===== src/sv/fdi_pkg.sv =====
// ----------------------------------------------------------------------------
// Feedback delay package
// Shared types, register indexes, arithmetic constants and the microcode
// program of the interpolating feedback delay.
// ----------------------------------------------------------------------------
package fdi_pkg;

  // Register indexes of the configuration port.
  localparam int CFG_IDX_W = 2;
  localparam logic [CFG_IDX_W-1:0] REG_DELAY_TARGET  = 2'd0;
  localparam logic [CFG_IDX_W-1:0] REG_FEEDBACK_GAIN = 2'd1;
  localparam logic [CFG_IDX_W-1:0] REG_WET_MIX       = 2'd2;

  // Reset value of the wet share and the Q1.15 value of unity.
  localparam logic [15:0] WET_MIX_RESET = 16'd16384;
  localparam logic [15:0] UNITY_Q15     = 16'd32768;

  // One-pole smoothing coefficient, 0.002 in Q0.24.
  localparam int SMOOTH_K = 33554;

  // Widths of the shared multiplier and the accumulator.
  localparam int A_W   = 33;
  localparam int B_W   = 18;
  localparam int ACC_W = A_W + B_W + 1;

  // Program step addresses.
  localparam int STEP_W = 4;
  localparam logic [STEP_W-1:0] ST_IN   = 4'd0;
  localparam logic [STEP_W-1:0] ST_MULK = 4'd1;
  localparam logic [STEP_W-1:0] ST_SD   = 4'd2;
  localparam logic [STEP_W-1:0] ST_RP   = 4'd3;
  localparam logic [STEP_W-1:0] ST_RD0  = 4'd4;
  localparam logic [STEP_W-1:0] ST_RD1  = 4'd5;
  localparam logic [STEP_W-1:0] ST_INT0 = 4'd6;
  localparam logic [STEP_W-1:0] ST_INT1 = 4'd7;
  localparam logic [STEP_W-1:0] ST_DLY  = 4'd8;
  localparam logic [STEP_W-1:0] ST_FB   = 4'd9;
  localparam logic [STEP_W-1:0] ST_WR   = 4'd10;
  localparam logic [STEP_W-1:0] ST_WET  = 4'd11;
  localparam logic [STEP_W-1:0] ST_OUT  = 4'd12;

  // Condition under which a step advances to its successor.
  typedef enum logic [1:0] {
    COND_GO,
    COND_IN,
    COND_OUT
  } cond_t;

  // Multiplier operand selects.
  typedef enum logic [2:0] {
    A_MAG,
    A_M0,
    A_M1,
    A_DLY,
    A_X
  } a_sel_t;

  typedef enum logic [2:0] {
    B_K,
    B_FINV,
    B_FRAC,
    B_FB,
    B_DRY,
    B_WET
  } b_sel_t;

  // Accumulator operation.
  typedef enum logic [1:0] {
    ACC_NONE,
    ACC_LOAD,
    ACC_ADD
  } acc_op_t;

  // Register or memory that a step loads.
  typedef enum logic [3:0] {
    DST_NONE,
    DST_IN,
    DST_SD,
    DST_RP,
    DST_M0,
    DST_M1,
    DST_DLY,
    DST_MEM,
    DST_OUT
  } dst_t;

  // Memory read address select.
  typedef enum logic {
    RD_IDX0,
    RD_IDX1
  } rd_sel_t;

  // One control word of the program.
  typedef struct packed {
    cond_t             cond;
    logic [STEP_W-1:0] nxt;
    a_sel_t            a_sel;
    b_sel_t            b_sel;
    acc_op_t           acc_op;
    dst_t              dst;
    rd_sel_t           rd_sel;
  } ucode_t;

  // Control word of the current step and whether it completes this cycle.
  typedef struct packed {
    ucode_t word;
    logic   adv;
  } step_ctl_t;

  // Status returned by the datapath to the sequencer.
  typedef struct packed {
    logic out_busy;
  } dp_stat_t;

  // Configuration registers.
  typedef struct packed {
    logic [31:0] delay_target;
    logic [15:0] feedback_gain;
    logic [15:0] wet_mix;
  } cfg_t;

  function automatic ucode_t mk(cond_t c, logic [STEP_W-1:0] n, a_sel_t a, b_sel_t b,
                                acc_op_t op, dst_t d, rd_sel_t r);
    ucode_t w;
    w.cond   = c;
    w.nxt    = n;
    w.a_sel  = a;
    w.b_sel  = b;
    w.acc_op = op;
    w.dst    = d;
    w.rd_sel = r;
    return w;
  endfunction

  // The program: one sample per pass through steps ST_IN to ST_OUT.
  function automatic ucode_t ucode_rom(logic [STEP_W-1:0] step);
    ucode_t w;
    case (step)
      ST_IN:   w = mk(COND_IN,  ST_MULK, A_MAG, B_K,    ACC_NONE, DST_IN,   RD_IDX0);
      ST_MULK: w = mk(COND_GO,  ST_SD,   A_MAG, B_K,    ACC_LOAD, DST_NONE, RD_IDX0);
      ST_SD:   w = mk(COND_GO,  ST_RP,   A_MAG, B_K,    ACC_NONE, DST_SD,   RD_IDX0);
      ST_RP:   w = mk(COND_GO,  ST_RD0,  A_MAG, B_K,    ACC_NONE, DST_RP,   RD_IDX0);
      ST_RD0:  w = mk(COND_GO,  ST_RD1,  A_MAG, B_K,    ACC_NONE, DST_NONE, RD_IDX0);
      ST_RD1:  w = mk(COND_GO,  ST_INT0, A_MAG, B_K,    ACC_NONE, DST_M0,   RD_IDX1);
      ST_INT0: w = mk(COND_GO,  ST_INT1, A_M0,  B_FINV, ACC_LOAD, DST_M1,   RD_IDX1);
      ST_INT1: w = mk(COND_GO,  ST_DLY,  A_M1,  B_FRAC, ACC_ADD,  DST_NONE, RD_IDX0);
      ST_DLY:  w = mk(COND_GO,  ST_FB,   A_MAG, B_K,    ACC_NONE, DST_DLY,  RD_IDX0);
      ST_FB:   w = mk(COND_GO,  ST_WR,   A_DLY, B_FB,   ACC_LOAD, DST_NONE, RD_IDX0);
      ST_WR:   w = mk(COND_GO,  ST_WET,  A_X,   B_DRY,  ACC_LOAD, DST_MEM,  RD_IDX0);
      ST_WET:  w = mk(COND_GO,  ST_OUT,  A_DLY, B_WET,  ACC_ADD,  DST_NONE, RD_IDX0);
      ST_OUT:  w = mk(COND_OUT, ST_IN,   A_MAG, B_K,    ACC_NONE, DST_OUT,  RD_IDX0);
      default: w = mk(COND_GO,  ST_IN,   A_MAG, B_K,    ACC_NONE, DST_NONE, RD_IDX0);
    endcase
    return w;
  endfunction

endpackage


===== src/sv/fdi_seq.sv =====
// ----------------------------------------------------------------------------
// Microcode sequencer
// Step counter and program table; each step waits on its condition and then
// jumps to the step that its control word names.
// ----------------------------------------------------------------------------
module fdi_seq (
  input  logic              clk,
  input  logic              rst_n,
  input  logic              in_valid,
  input  fdi_pkg::dp_stat_t stat,
  output fdi_pkg::step_ctl_t ctrl,
  output logic              in_ready
);
  import fdi_pkg::*;

  logic [STEP_W-1:0] step_r;
  logic [STEP_W-1:0] step_nxt;
  ucode_t            word;
  logic              adv;

  // Fetch the control word and evaluate its condition.
  always_comb begin
    word = ucode_rom(step_r);
    case (word.cond)
      COND_GO:  adv = 1'b1;
      COND_IN:  adv = in_valid;
      COND_OUT: adv = ~stat.out_busy;
      default:  adv = 1'b1;
    endcase
    step_nxt = adv ? word.nxt : step_r;
  end

  assign ctrl.word = word;
  assign ctrl.adv  = adv;
  assign in_ready  = (word.cond == COND_IN);

  // Step counter.
  always_ff @(posedge clk) begin
    if (!rst_n) begin
      step_r <= ST_IN;
    end else begin
      step_r <= step_nxt;
    end
  end

  // An accepted item starts the program.
  a_accept_starts: assert property (@(posedge clk) disable iff (!rst_n)
    (word.cond == COND_IN && in_valid) |=> (step_r == ST_MULK))
    else $error("accepted item did not start the program");

  // A stalled result holds the sequencer in the output step.
  a_out_stall_holds: assert property (@(posedge clk) disable iff (!rst_n)
    (step_r == ST_OUT && stat.out_busy) |=> (step_r == ST_OUT))
    else $error("sequencer left the output step while the result was stalled");

endmodule


===== config.mk =====
export PLATFORM = sky130hd
export DESIGN_NAME = fdi_seq
export DESIGN_NICKNAME = d
export VERILOG_FILES = /design/src/sv/fdi_pkg.sv /design/src/sv/fdi_seq.sv
export SDC_FILE = /design/constraint.sdc
export NUM_CORES = 1
export LEC_CHECK = 0
export ABC_AREA = 1
export BUFFER_PORTS_ARGS = -buffer_cell sky130_fd_sc_hd__buf_2
export CORE_UTILIZATION = 55
export CTS_CLUSTER_SIZE = 28
export DETAILED_ROUTE_END_ITERATION = 12
export PLACE_DENSITY = 0.82
export SETUP_SLACK_MARGIN = 0.2
export SYNTH_ARGS = -nofsm -noshare
export SYNTH_HDL_FRONTEND = slang
export SYNTH_SLANG_ARGS = --single-unit

===== constraint.sdc =====
create_clock -name clk -period 4.7 [get_ports clk]
set_input_delay 0.94 -clock clk [delete_from_list [all_inputs] [get_ports clk]]
set_output_delay 0.94 -clock clk [all_outputs]
set_load 0.05 [all_outputs]

==> reports/summary.md, run 1 <==
The worst hold slack across all endpoints is 0.610 ns, and the number of distinct standard cells referenced by the synthesized netlist is 17. The floorplan step defined a die boundary enclosing 1990 um2. Across the run, the number of max-cap violations was 0. In the final timing run, aggregate negative setup slack is 0 ns. Clock tree synthesis selected as its root buffer the cell sky130_fd_sc_hd__clkbuf_4. The largest driver fanout on the critical path is 5.

The worst pin sits at a relative slew slack of 78.8%. The logs give 3 for the total clock buffers created by CTS and 0 for the residual overflow from global routing. The floorplan has 15 rows.

After synthesis, the cell types taking the most area are sky130_fd_sc_hd__dfxtp_1, sky130_fd_sc_hd__ha_1, sky130_fd_sc_hd__inv_1, sky130_fd_sc_hd__nand2_1, sky130_fd_sc_hd__nand2_2. Synthesis produced a netlist whose cell count is 112. In the finished design, the share of the clock period the worst path needs comes to 52.7%.

The remaining antenna violation count after routing was 0; the total number of H-tree levels was 1. The initial antenna violation count is 0, and the worst clock skew is 0.00677 ns. In the final routed layout, each cell accounts on average for 10.5 um. Setup violations remaining at the end of the flow were counted as 0. For the count of antenna diodes in the layout, the log shows 0. From bottom edge to top edge, the die measures 44.6 um. The post-cts repair resize count was 0. The logs give 3.76 ns for the required time of the worst setup path and 123 for the number of nets produced by synthesis.

The count of buffers added on input and output ports is 24. The worst-path cell with the longest stage delay is sky130_fd_sc_hd__buf_2. In the global route stage, overall resource usage came out at 20.5%.

The horizontal die dimension works out to 44.6 um. In the synthesized netlist the async set-or-reset flop fraction comes to 0%. TritonCTS built the clock tree. The wire length of the first global-routing pass is 3020 um, and the final-layout fill cell count is 139. The number of nets in the final layout came out at 149.

The logs give 0 for the total count of max-transition violations in the final report and 4 for the detailed-router iteration count before antenna repair. The area of the mapped netlist is 998 um2. The number of I/O pins was 25.

Derived from the worst setup path, the maximum achievable clock frequency is 404 MHz. The worst setup path is launched from an input pin. Setup repair after global routing left no endpoint under its margin.

Leading area contributor after synthesis: sky130_fd_sc_hd__dfxtp_1. The share of layout cells above drive strength 1 is 43.8%, and the number of synthesized flops with an enable pin is 0. The maximum number of pins on one net before global-route repair was 13; the area fraction of the dominant cell type after synthesis was 42.1%.

In the synthesized netlist the dominant register cell turns out to be sky130_fd_sc_hd__dfxtp_1. The TritonCTS sink count is 21, and the worst-margin pin slew is 0.318 ns. The tools report the final number of hold-violating endpoints as 0. Counting instances in the post-synthesis netlist gives the leading cell types as sky130_fd_sc_hd__dfxtp_1, sky130_fd_sc_hd__inv_1, sky130_fd_sc_hd__nand2_1.

In this run, the number of DRC markers left after iteration 0 of detailed routing was 13. The flow ran to the end, and the final reports show no timing, DRC or antenna violations. Type of the setup path with the least slack: in2out. After detailed routing, the number of vias per cell comes to 4.57.

The placer congestion estimate was 0.837; the delay of the slowest critical-path stage was 0.27 ns. Total placed cells including tap cells: 158. Data on the critical path arrives at its endpoint at 1.54 ns. Wires add up to 1700 um.

Once the clock tree was built, the setup fixing pass inserted 0 buffers. The area growth from synthesis to layout is 15.7%. Counting stages on the worst path, the most repeated cell is sky130_fd_sc_hd__buf_2. Of the synthesized area, sequential elements account for 42.1%. The run gives 58.5% as the starting density of the core.

Counting I/O delays and the setup requirement, the final critical path takes 2.48 ns. For this run, design rule violations remaining after detail routing come to 0. The Yosys step of the flow raised 0 warnings. The routed layout has 740 vias.

The run gives 1400 um as the half-perimeter wire length after detailed placement. The clock passes through at most 2 buffers. After synthesis the netlist holds a flip-flop and latch count of 21. Number of cells in the finished layout apart from fillers: 162. The tools report the slack of the worst reg-to-reg path as 2.52 ns. A synthesized cell averages 8.91 um2.

The number of hold buffers added after CTS was 0. Clock-pin slew was measured on the worst setup and hold paths at 0.11 ns. The library cell with the highest instance count after synthesis was sky130_fd_sc_hd__dfxtp_1. The path class of the tightest hold or removal check is reg2reg.

For the worst-skew pair, the clock arrives at the later sink with an insertion delay of 0.31 ns. The tools report the floorplan core area as 1710 um2. Number of global-route vias before repair: 730. The nature of the critical path endpoint is an output pin.

Traced cell by cell, the critical path runs through buf_2 > inv_1 > nand2_4 > nand3_4 > buf_2.
## layout by cell type, fill, tap and decap left out
master                     synthesis  routed
sky130_fd_sc_hd__buf_2             0      24
sky130_fd_sc_hd__dfxtp_1          21      21
sky130_fd_sc_hd__inv_1            17      17
sky130_fd_sc_hd__nand2_1          15      15
sky130_fd_sc_hd__nand2_2           9       9
sky130_fd_sc_hd__nor2_2            8       8
sky130_fd_sc_hd__nor2_1            7       7
sky130_fd_sc_hd__ha_1              7       7
sky130_fd_sc_hd__nand3_1           6       6
sky130_fd_sc_hd__nor2_4            4       4
sky130_fd_sc_hd__inv_2             3       3
sky130_fd_sc_hd__nand3_4           3       3
sky130_fd_sc_hd__clkbuf_4          0       3
sky130_fd_sc_hd__nand2_4           2       2
sky130_fd_sc_hd__or2_0             2       2
sky130_fd_sc_hd__nand4_1           2       2
sky130_fd_sc_hd__nand3_2           2       2
sky130_fd_sc_hd__o21ai_2           1       1
sky130_fd_sc_hd__clkinv_2          0       1
## cell families (layout without fill, tap and decap cells)
group                      count (synthesis)  count (layout)  synth area share [%]
and+or+nand+nor                           60              60                  38.5
DFF                                       21              21                  42.1
adders and majority gates                  7               7                  8.77
AOI/OAI and AO/OA                          1               1                 0.877
buffers and inverters                     23              48                  9.77
## critical path: cells and delay by family
family / cells / cell delay, ns
buffers and inverters: 3 / 0.45
and+or+nand+nor: 2 / 0.14
## final timing paths
kind	endpoint	from	cells past startpoint
hold / removal	step_r[2]	word[15]	2
hold reg to reg	step_r[2]	word[15]	2
setup reg to reg	word[5]	word[4]	13
setup / recovery	ctrl[0]	stat	5
## sequential cells by signal, summed over array words and instances, names as in the netlist
signal,count
word,17
step_r,4
## metal layers
| layer | GRT usage [%] | wire [um] | vias to the layer above |
|---|---|---|---|
| met2 | 34.1 | 851 | 16 |
| li1 | - | - | 385 |
| met5 | 0 | 0 | - |
| met1 | 25.6 | 752 | 333 |
| met4 | 8.48 | 36 | 0 |
| met3 | 4.08 | 60 | 6 |
## per-stage QoR
step           setup slack (ns)  util, %  area, um2
4_1_cts                    2.22     67.6       1150
3_5_place_dp               2.22     66.0       1130
2_1_floorplan              2.06        -        998
5_1_grt                    2.16     67.6       1150
6_report                   2.22     67.6       1150
3_3_place_gp               2.24     66.0       1130
## layout make-up
type,count,area [um2],share of cell area [%]
clock inverter,1,5.00,0.433
timing repair buffer,24,120,10.4
sequential,21,420,36.4
inverter,20,75.1,6.50
clock buffer,3,22.5,1.95
tap,25,31.3,2.71
multi-input combinational,68,480,41.6
Power of run 1 is left out: the tool's default activity adds up to more than one toggle a clock period on the data nets, which glitch-free logic cannot reach.
==> run 2, diff against run 1 <==
Settings changed: CORE_UTILIZATION 55 to 51, PLACE_DENSITY 0.82 to 0.77.
Clock period 4.7 ns to 2.4 ns, I/O delays scaled along.
==> reports/summary.md, run 2 (same netlist as run 1, synthesis figures left out) <==
Measured in cells, the most critical reg-to-reg path has a length of 11. The share of layout cells above drive strength 1 is 44.5%. The endpoint identified for the worst register-to-register timing path is word[3]. Row generation in the floorplan step produced 15 rows. For the wire length of the first global-routing pass, the log shows 2840 um. The overall routed net length is 1730 um, and the number of nets in the final layout is 149. Compared with the post-synthesis result, the final layout area differs by 16.9%. In this run the count of I/O pins placed on the die edge is 25. Measured along the x axis, the die boundary spans 46.2 um.

The tools report the clock tree buffer depth as 2. Once the floorplan was initialized, standard cells occupied 56.0% of the core. In the final layout, flip-flops and latches occupy 422 um2. The repair_antennas step left the layout with diodes totalling 0. The worst hold path belongs to the class in2reg.

The number of cells on the worst hold path is 3. The die covers 2140 um2. The clock slew at the register clock pins of the worst setup and hold paths was 0.11 ns. The logs give 499 MHz for the highest achievable clock rate and 4 for the detailed-router iteration count before antenna repair. The routed via count divided by cell count works out to 4.60. The library cells used most frequently in the layout, excluding fill and tap cells, are sky130_fd_sc_hd__buf_2, sky130_fd_sc_hd__dfxtp_1, sky130_fd_sc_hd__inv_1.

The flow ran to the end, and the final reports show no timing, DRC or antenna violations. The number of global-route vias before repair was 683. The maximum number of pins on one net before global-route repair is 12. On the critical path, the stage with the largest delay is an instance of sky130_fd_sc_hd__dfxtp_1.

The setup violation total in the final timing report was 0. For this run, the slowest stage of the critical path takes 0.40 ns. The critical path is of the reg2reg type. Setup repair after global routing left no endpoint under its margin.

Across all register-to-register paths, the minimum setup slack is 0.40 ns. Max-cap violations in this run came to 0. The run gives 493 um2 as the area of the multi-input gates. The detail route stage leaves a number of antenna-violating nets equal to 0.

In this run, the number of DRC markers left after iteration 0 of detailed routing was 9. Dividing the detail-routed wire length by the instance count gives 10.7 um. The logs give 19.5% for the combined global-route utilization of all metal layers and 0.873 for the placer congestion estimate.

The root buffer cell chosen for the clock tree is sky130_fd_sc_hd__clkbuf_4. The floorplan core area was 1780 um2. In this run the worst path has a maximum fanout of 6. Post-CTS repair timing setup buffer count: 0. The die is 46.2 um tall. Residual overflow from global routing: 0. During placement, the flow inserted port buffers numbering 24. The worst path needs 2.00 ns of the cycle, external delays included. Startpoint type of the worst setup path: a flop.

For the required time of the worst setup path, the log shows 2.61 ns. The logs give 65.5% for the utilization of the core after routing and 1440 um for the half-perimeter wire length after detailed placement. The total count of max-transition violations in the final report is 0.

Leaving out fill and tap cells, the most frequent cell in the layout is sky130_fd_sc_hd__buf_2. For this run, design rule violations remaining after detail routing come to 0. The number of hold buffers added after CTS was 0. The register with the most flip-flops in the layout has 17 of them.

Tracing the worst setup path back leads to its startpoint at word[17]. Across all layers, the routed design uses 745 vias. TritonCTS built the clock tree. The tools report the insertion delay of the later-clocked pin in the worst-skew pair as 0.30 ns. The signal on the critical path passes through inv_1 > ha_1 > nand2_4 > nand3_4 > or2_0 > nand2_2 > inv_2 > ha_1 > inv_1 > nand2_1 > nand2_1. For the post-cts repair resize count, the log shows 0. Clock tree synthesis found a total of 21 sinks.

In this run the critical register-to-register path is launched from word[17]. Buffers inserted during clock tree synthesis total 3. Total number of H-tree levels: 1. The signal arrival time at the worst endpoint was 2.22 ns. The worst setup path is captured at a flop. The final critical path takes up 83.5% of the cycle. In this run the tightest slew margin relative to its limit is 82.5%. Final-layout fill cell count: 165.

The worst hold path begins at rst_n. The initial antenna violation count is 0. Between clock sinks in the finished design, the worst skew comes to 0.00420 ns.

Final number of hold-violating endpoints: 0. Hold-critical path endpoint: step_r[3]. The summed negative setup slack over all endpoints was 0 ns; the worst-margin pin slew was 0.262 ns.
[run 2: cell count changes in the layout (fill, tap and decap cells not counted), sizes merged]
cell	previous run	this run
clkbuf	3	4
clkinv	1	0
[run 2: worst max-delay path by stage]
stage	to	slack, ns	cells past startpoint
2_1_floorplan	word[5]	0.24	11
3_3_place_gp	word[5]	0.50	11
3_5_place_dp	word[3]	0.40	11
4_1_cts	word[3]	0.39	11
5_1_grt	word[3]	0.20	13
6_report	word[3]	0.40	11
[run 2: worst max-delay path, delay by kind of cell (launching register included)]
kind	cells	cell delay (ns)
DFF	1	0.40
and+or+nand+nor	6	0.74
adders and majority gates	2	0.55
buffers and inverters	3	0.22
[run 2: metrics by stage]
step | instances | setup WS [ns] | cell area, um2 | hold slack [ns]
detailed placement | 158 | 0.403 | 1140 | 0.610
CTS | 162 | 0.388 | 1170 | 0.553
finish | 162 | 0.396 | 1170 | 0.558
global placement | 158 | 0.502 | 1140 | 0.593
floorplan | 112 | 0.244 | 1010 | 0.567
global route | 162 | 0.200 | 1170 | 0.552
[run 2: metal layers]
metal  vias up  routed length, um  global-route usage (%)
met3         6                 58                    4.71
li1        385                  -                       -
met2        15                853                    32.4
met5         -                  0                       0
met1       339                774                    23.0
met4         0                 42                    10.6
[run 2: area by class of cell]
cell class                 count  share of cell area [%]
multi-input combinational     68                    42.2
sequential                    21                    36.1
timing repair buffer          24                    10.3
inverter                      20                    6.43
tap                           25                    2.68
clock buffer                   4                    2.25
Power of run 2 is left out for the same reason.
==> run 3, diff against run 2 <==
Settings changed: CORE_UTILIZATION 51 to 46, PLACE_DENSITY 0.77 to 0.73.
Clock period 2.4 ns to 1.8 ns, I/O delays scaled along.
==> reports/summary.md, run 3 (same netlist as run 1, synthesis figures left out) <==
The first global-routing pass estimated 3770 um of wire. The worst register-to-register path begins at word[4]. Across the run, the number of max-cap violations was 0. The total number of H-tree levels is 1. The clock tree buffer depth came out at 2. Traced cell by cell, the critical path runs through inv_2 > ha_4 > inv_6 > nand3_4 > or2_1 > nand2_4 > inv_4 > ha_4 > inv_2 > nand3_2 > nand3_2.

The worst-margin pin slew is 0.258 ns, and the horizontal die dimension is 48.6 um. The worst setup path is of the reg2reg kind. The startpoint identified for the worst hold timing path is rst_n. Initial antenna violation count: 0. The number of placed instances, taps included, is 164. The run gives 1.99 ns as the signal arrival time at the worst endpoint. TritonCTS built the clock tree. Broken down by cell family, the worst path's largest delay share belongs to simple AND/OR/NAND/NOR gates. The total clock buffers created by CTS was 3; the total count of max-transition violations in the final report was 0. The routed via count divided by cell count works out to 4.70.

The largest driver fanout on the critical path works out to 4. The flow ran to the end, and the final reports show no timing, DRC or antenna violations. The remaining antenna violation count after routing is 0. The worst min-delay path category is in2reg. The worst setup margin was 0.0311 ns. The slack of the worst reg-to-reg path is 0.03 ns, and the overall routed net length is 2860 um. The number of global-route vias before repair was 842.

The maximum number of pins on one net before global-route repair is 13. Clock tree synthesis selected as its root buffer the cell sky130_fd_sc_hd__clkbuf_4. The die covers 2360 um2. In this design, the stage delay of the slowest critical-path cell is 0.39 ns.

The worst clock skew came out at 0.00515 ns. The worst hold slack across all endpoints is 0.531 ns, and the number of cells on the worst hold path is 4. The combined global-route utilization of all metal layers came out at 21.4%. The number of I/O pins is 25, and the setup violation total in the final timing report is 0.

Flip-flop count of the largest register, all copies and words added: 17. Cells with a size suffix above 1 make up 65.6% of the layout. Detailed placement ended at an HPWL of 1570 um.

The tools report the number of cells in the finished layout apart from fillers as 184. The tools report the headroom to the max-slew limit as 82.9%. The detailed router placed 864 vias in this run.

Setup repair after global routing could not meet its margin everywhere. The worst slack at placement came out at -0.00146 ns. Timing would allow up to 565 MHz. In the finished design, the share of the clock period the worst path needs comes to 98.3%. The tools report the final number of hold-violating endpoints as 0.

The starting density of the core is 49.9%. From synthesis to final layout, the design area changed by 52.8%. The worst setup path is captured at a flop. The average wire per standard cell works out to 15.5 um. Measured along the y axis, the die boundary spans 48.6 um. Subtracting the final worst setup slack from the clock period gives 1.77 ns. The row count came out at 16.

The number of buffers and inverters on the critical path is 4. The tools report the startpoint type of the worst setup path as a flop. CTS saw 21 sinks. Final-layout fill cell count: 135. The tools report the required time of the worst setup path as 2.02 ns. The later pin in the worst-skew pair is clocked with a latency of 0.32 ns. Startpoint of the most critical setup path: word[4]. The region available for standard cell placement spans 2000 um2. Placer congestion estimate: 0.883. Hold-critical path endpoint: word[15].

Count of antenna diodes in the layout: 0. For the detailed-router iteration count before antenna repair, the log shows 2. The library cells used most frequently in the layout, excluding fill and tap cells, are sky130_fd_sc_hd__buf_2, sky130_fd_sc_hd__dfxtp_1, sky130_fd_sc_hd__nand2_1.

After clock tree synthesis, the clock-pin slew on the worst setup and hold paths is 0.12 ns. For this run, design rule violations remaining after detail routing come to 0. The first-iteration detailed-routing DRC count came out at 3. In this run the critical register-to-register path is captured at word[5]. Summed over all failing endpoints, the final setup total negative slack is 0 ns.

The library cell used most frequently in the layout, excluding fill and tap cells, is sky130_fd_sc_hd__buf_2. The depth of the worst register-to-register path works out to 11. For this run, the post-layout net count is 169.

Summed over all layers, the global routing overflow is 0. The worst-path cell with the longest stage delay is sky130_fd_sc_hd__dfxtp_4. In this run the tool buffered the top-level ports with 24 buffer cells.
run 3: layer usage:
layer / vias up / share of wire [%] / GRT usage (%)
li1: 428 / - / -
met1: 418 / 41 / 25.3
met2: 14 / 55 / 36.9
met3: 4 / 2.4 / 4.09
met4: 0 / 1.7 / 10.8
met5: - / 0 / 0
run 3: area by class of cell:
| type | instances | area (um2) | share of cell area, % |
|---|---|---|---|
| clock buffer | 3 | 22.5 | 1.48 |
| clock inverter | 1 | 5.00 | 0.328 |
| inverter | 20 | 85.1 | 5.58 |
| multi-input combinational | 69 | 628 | 41.2 |
| sequential | 21 | 428 | 28.1 |
| tap | 27 | 33.8 | 2.21 |
| timing repair buffer | 43 | 323 | 21.2 |
run 3: how the worst max path moves through the flow:
stage          endpoint  slack [ns]  cells after the start
2_1_floorplan   word[3]       -0.07                     11
3_3_place_gp    word[3]        0.05                     13
3_5_place_dp    word[3]      -0.001                     11
4_1_cts         ctrl[0]        0.07                      6
5_1_grt         word[5]       -0.03                     12
6_report        word[5]        0.03                     11
run 3: through the flow:
stage          util, %  area (um2)
4_1_cts           67.9        1360
3_5_place_dp      60.2        1200
3_3_place_gp      60.2        1200
5_1_grt           76.2        1530
2_1_floorplan        -        1040
6_report          76.2        1530
run 3: repair_timing:
item	CTS	global route
hold endpoints to repair	0	0
pin swaps	6	13
buffers inserted	11	4
gates cloned	0	1
resized for setup	14	31
hold buffers	0	0
endpoints found under the setup margin	15	19
run 3: worst reg2reg max path: stages, from the launching register on:
cell,delay (ns)
sky130_fd_sc_hd__dfxtp_4,0.39
sky130_fd_sc_hd__inv_2,0.05
sky130_fd_sc_hd__ha_4,0.22
sky130_fd_sc_hd__inv_6,0.07
sky130_fd_sc_hd__nand3_4,0.08
sky130_fd_sc_hd__or2_1,0.25
sky130_fd_sc_hd__nand2_4,0.12
sky130_fd_sc_hd__inv_4,0.06
sky130_fd_sc_hd__ha_4,0.27
sky130_fd_sc_hd__inv_2,0.05
sky130_fd_sc_hd__nand3_2,0.07
sky130_fd_sc_hd__nand3_2,0.06
Power of run 3 is left out for the same reason.
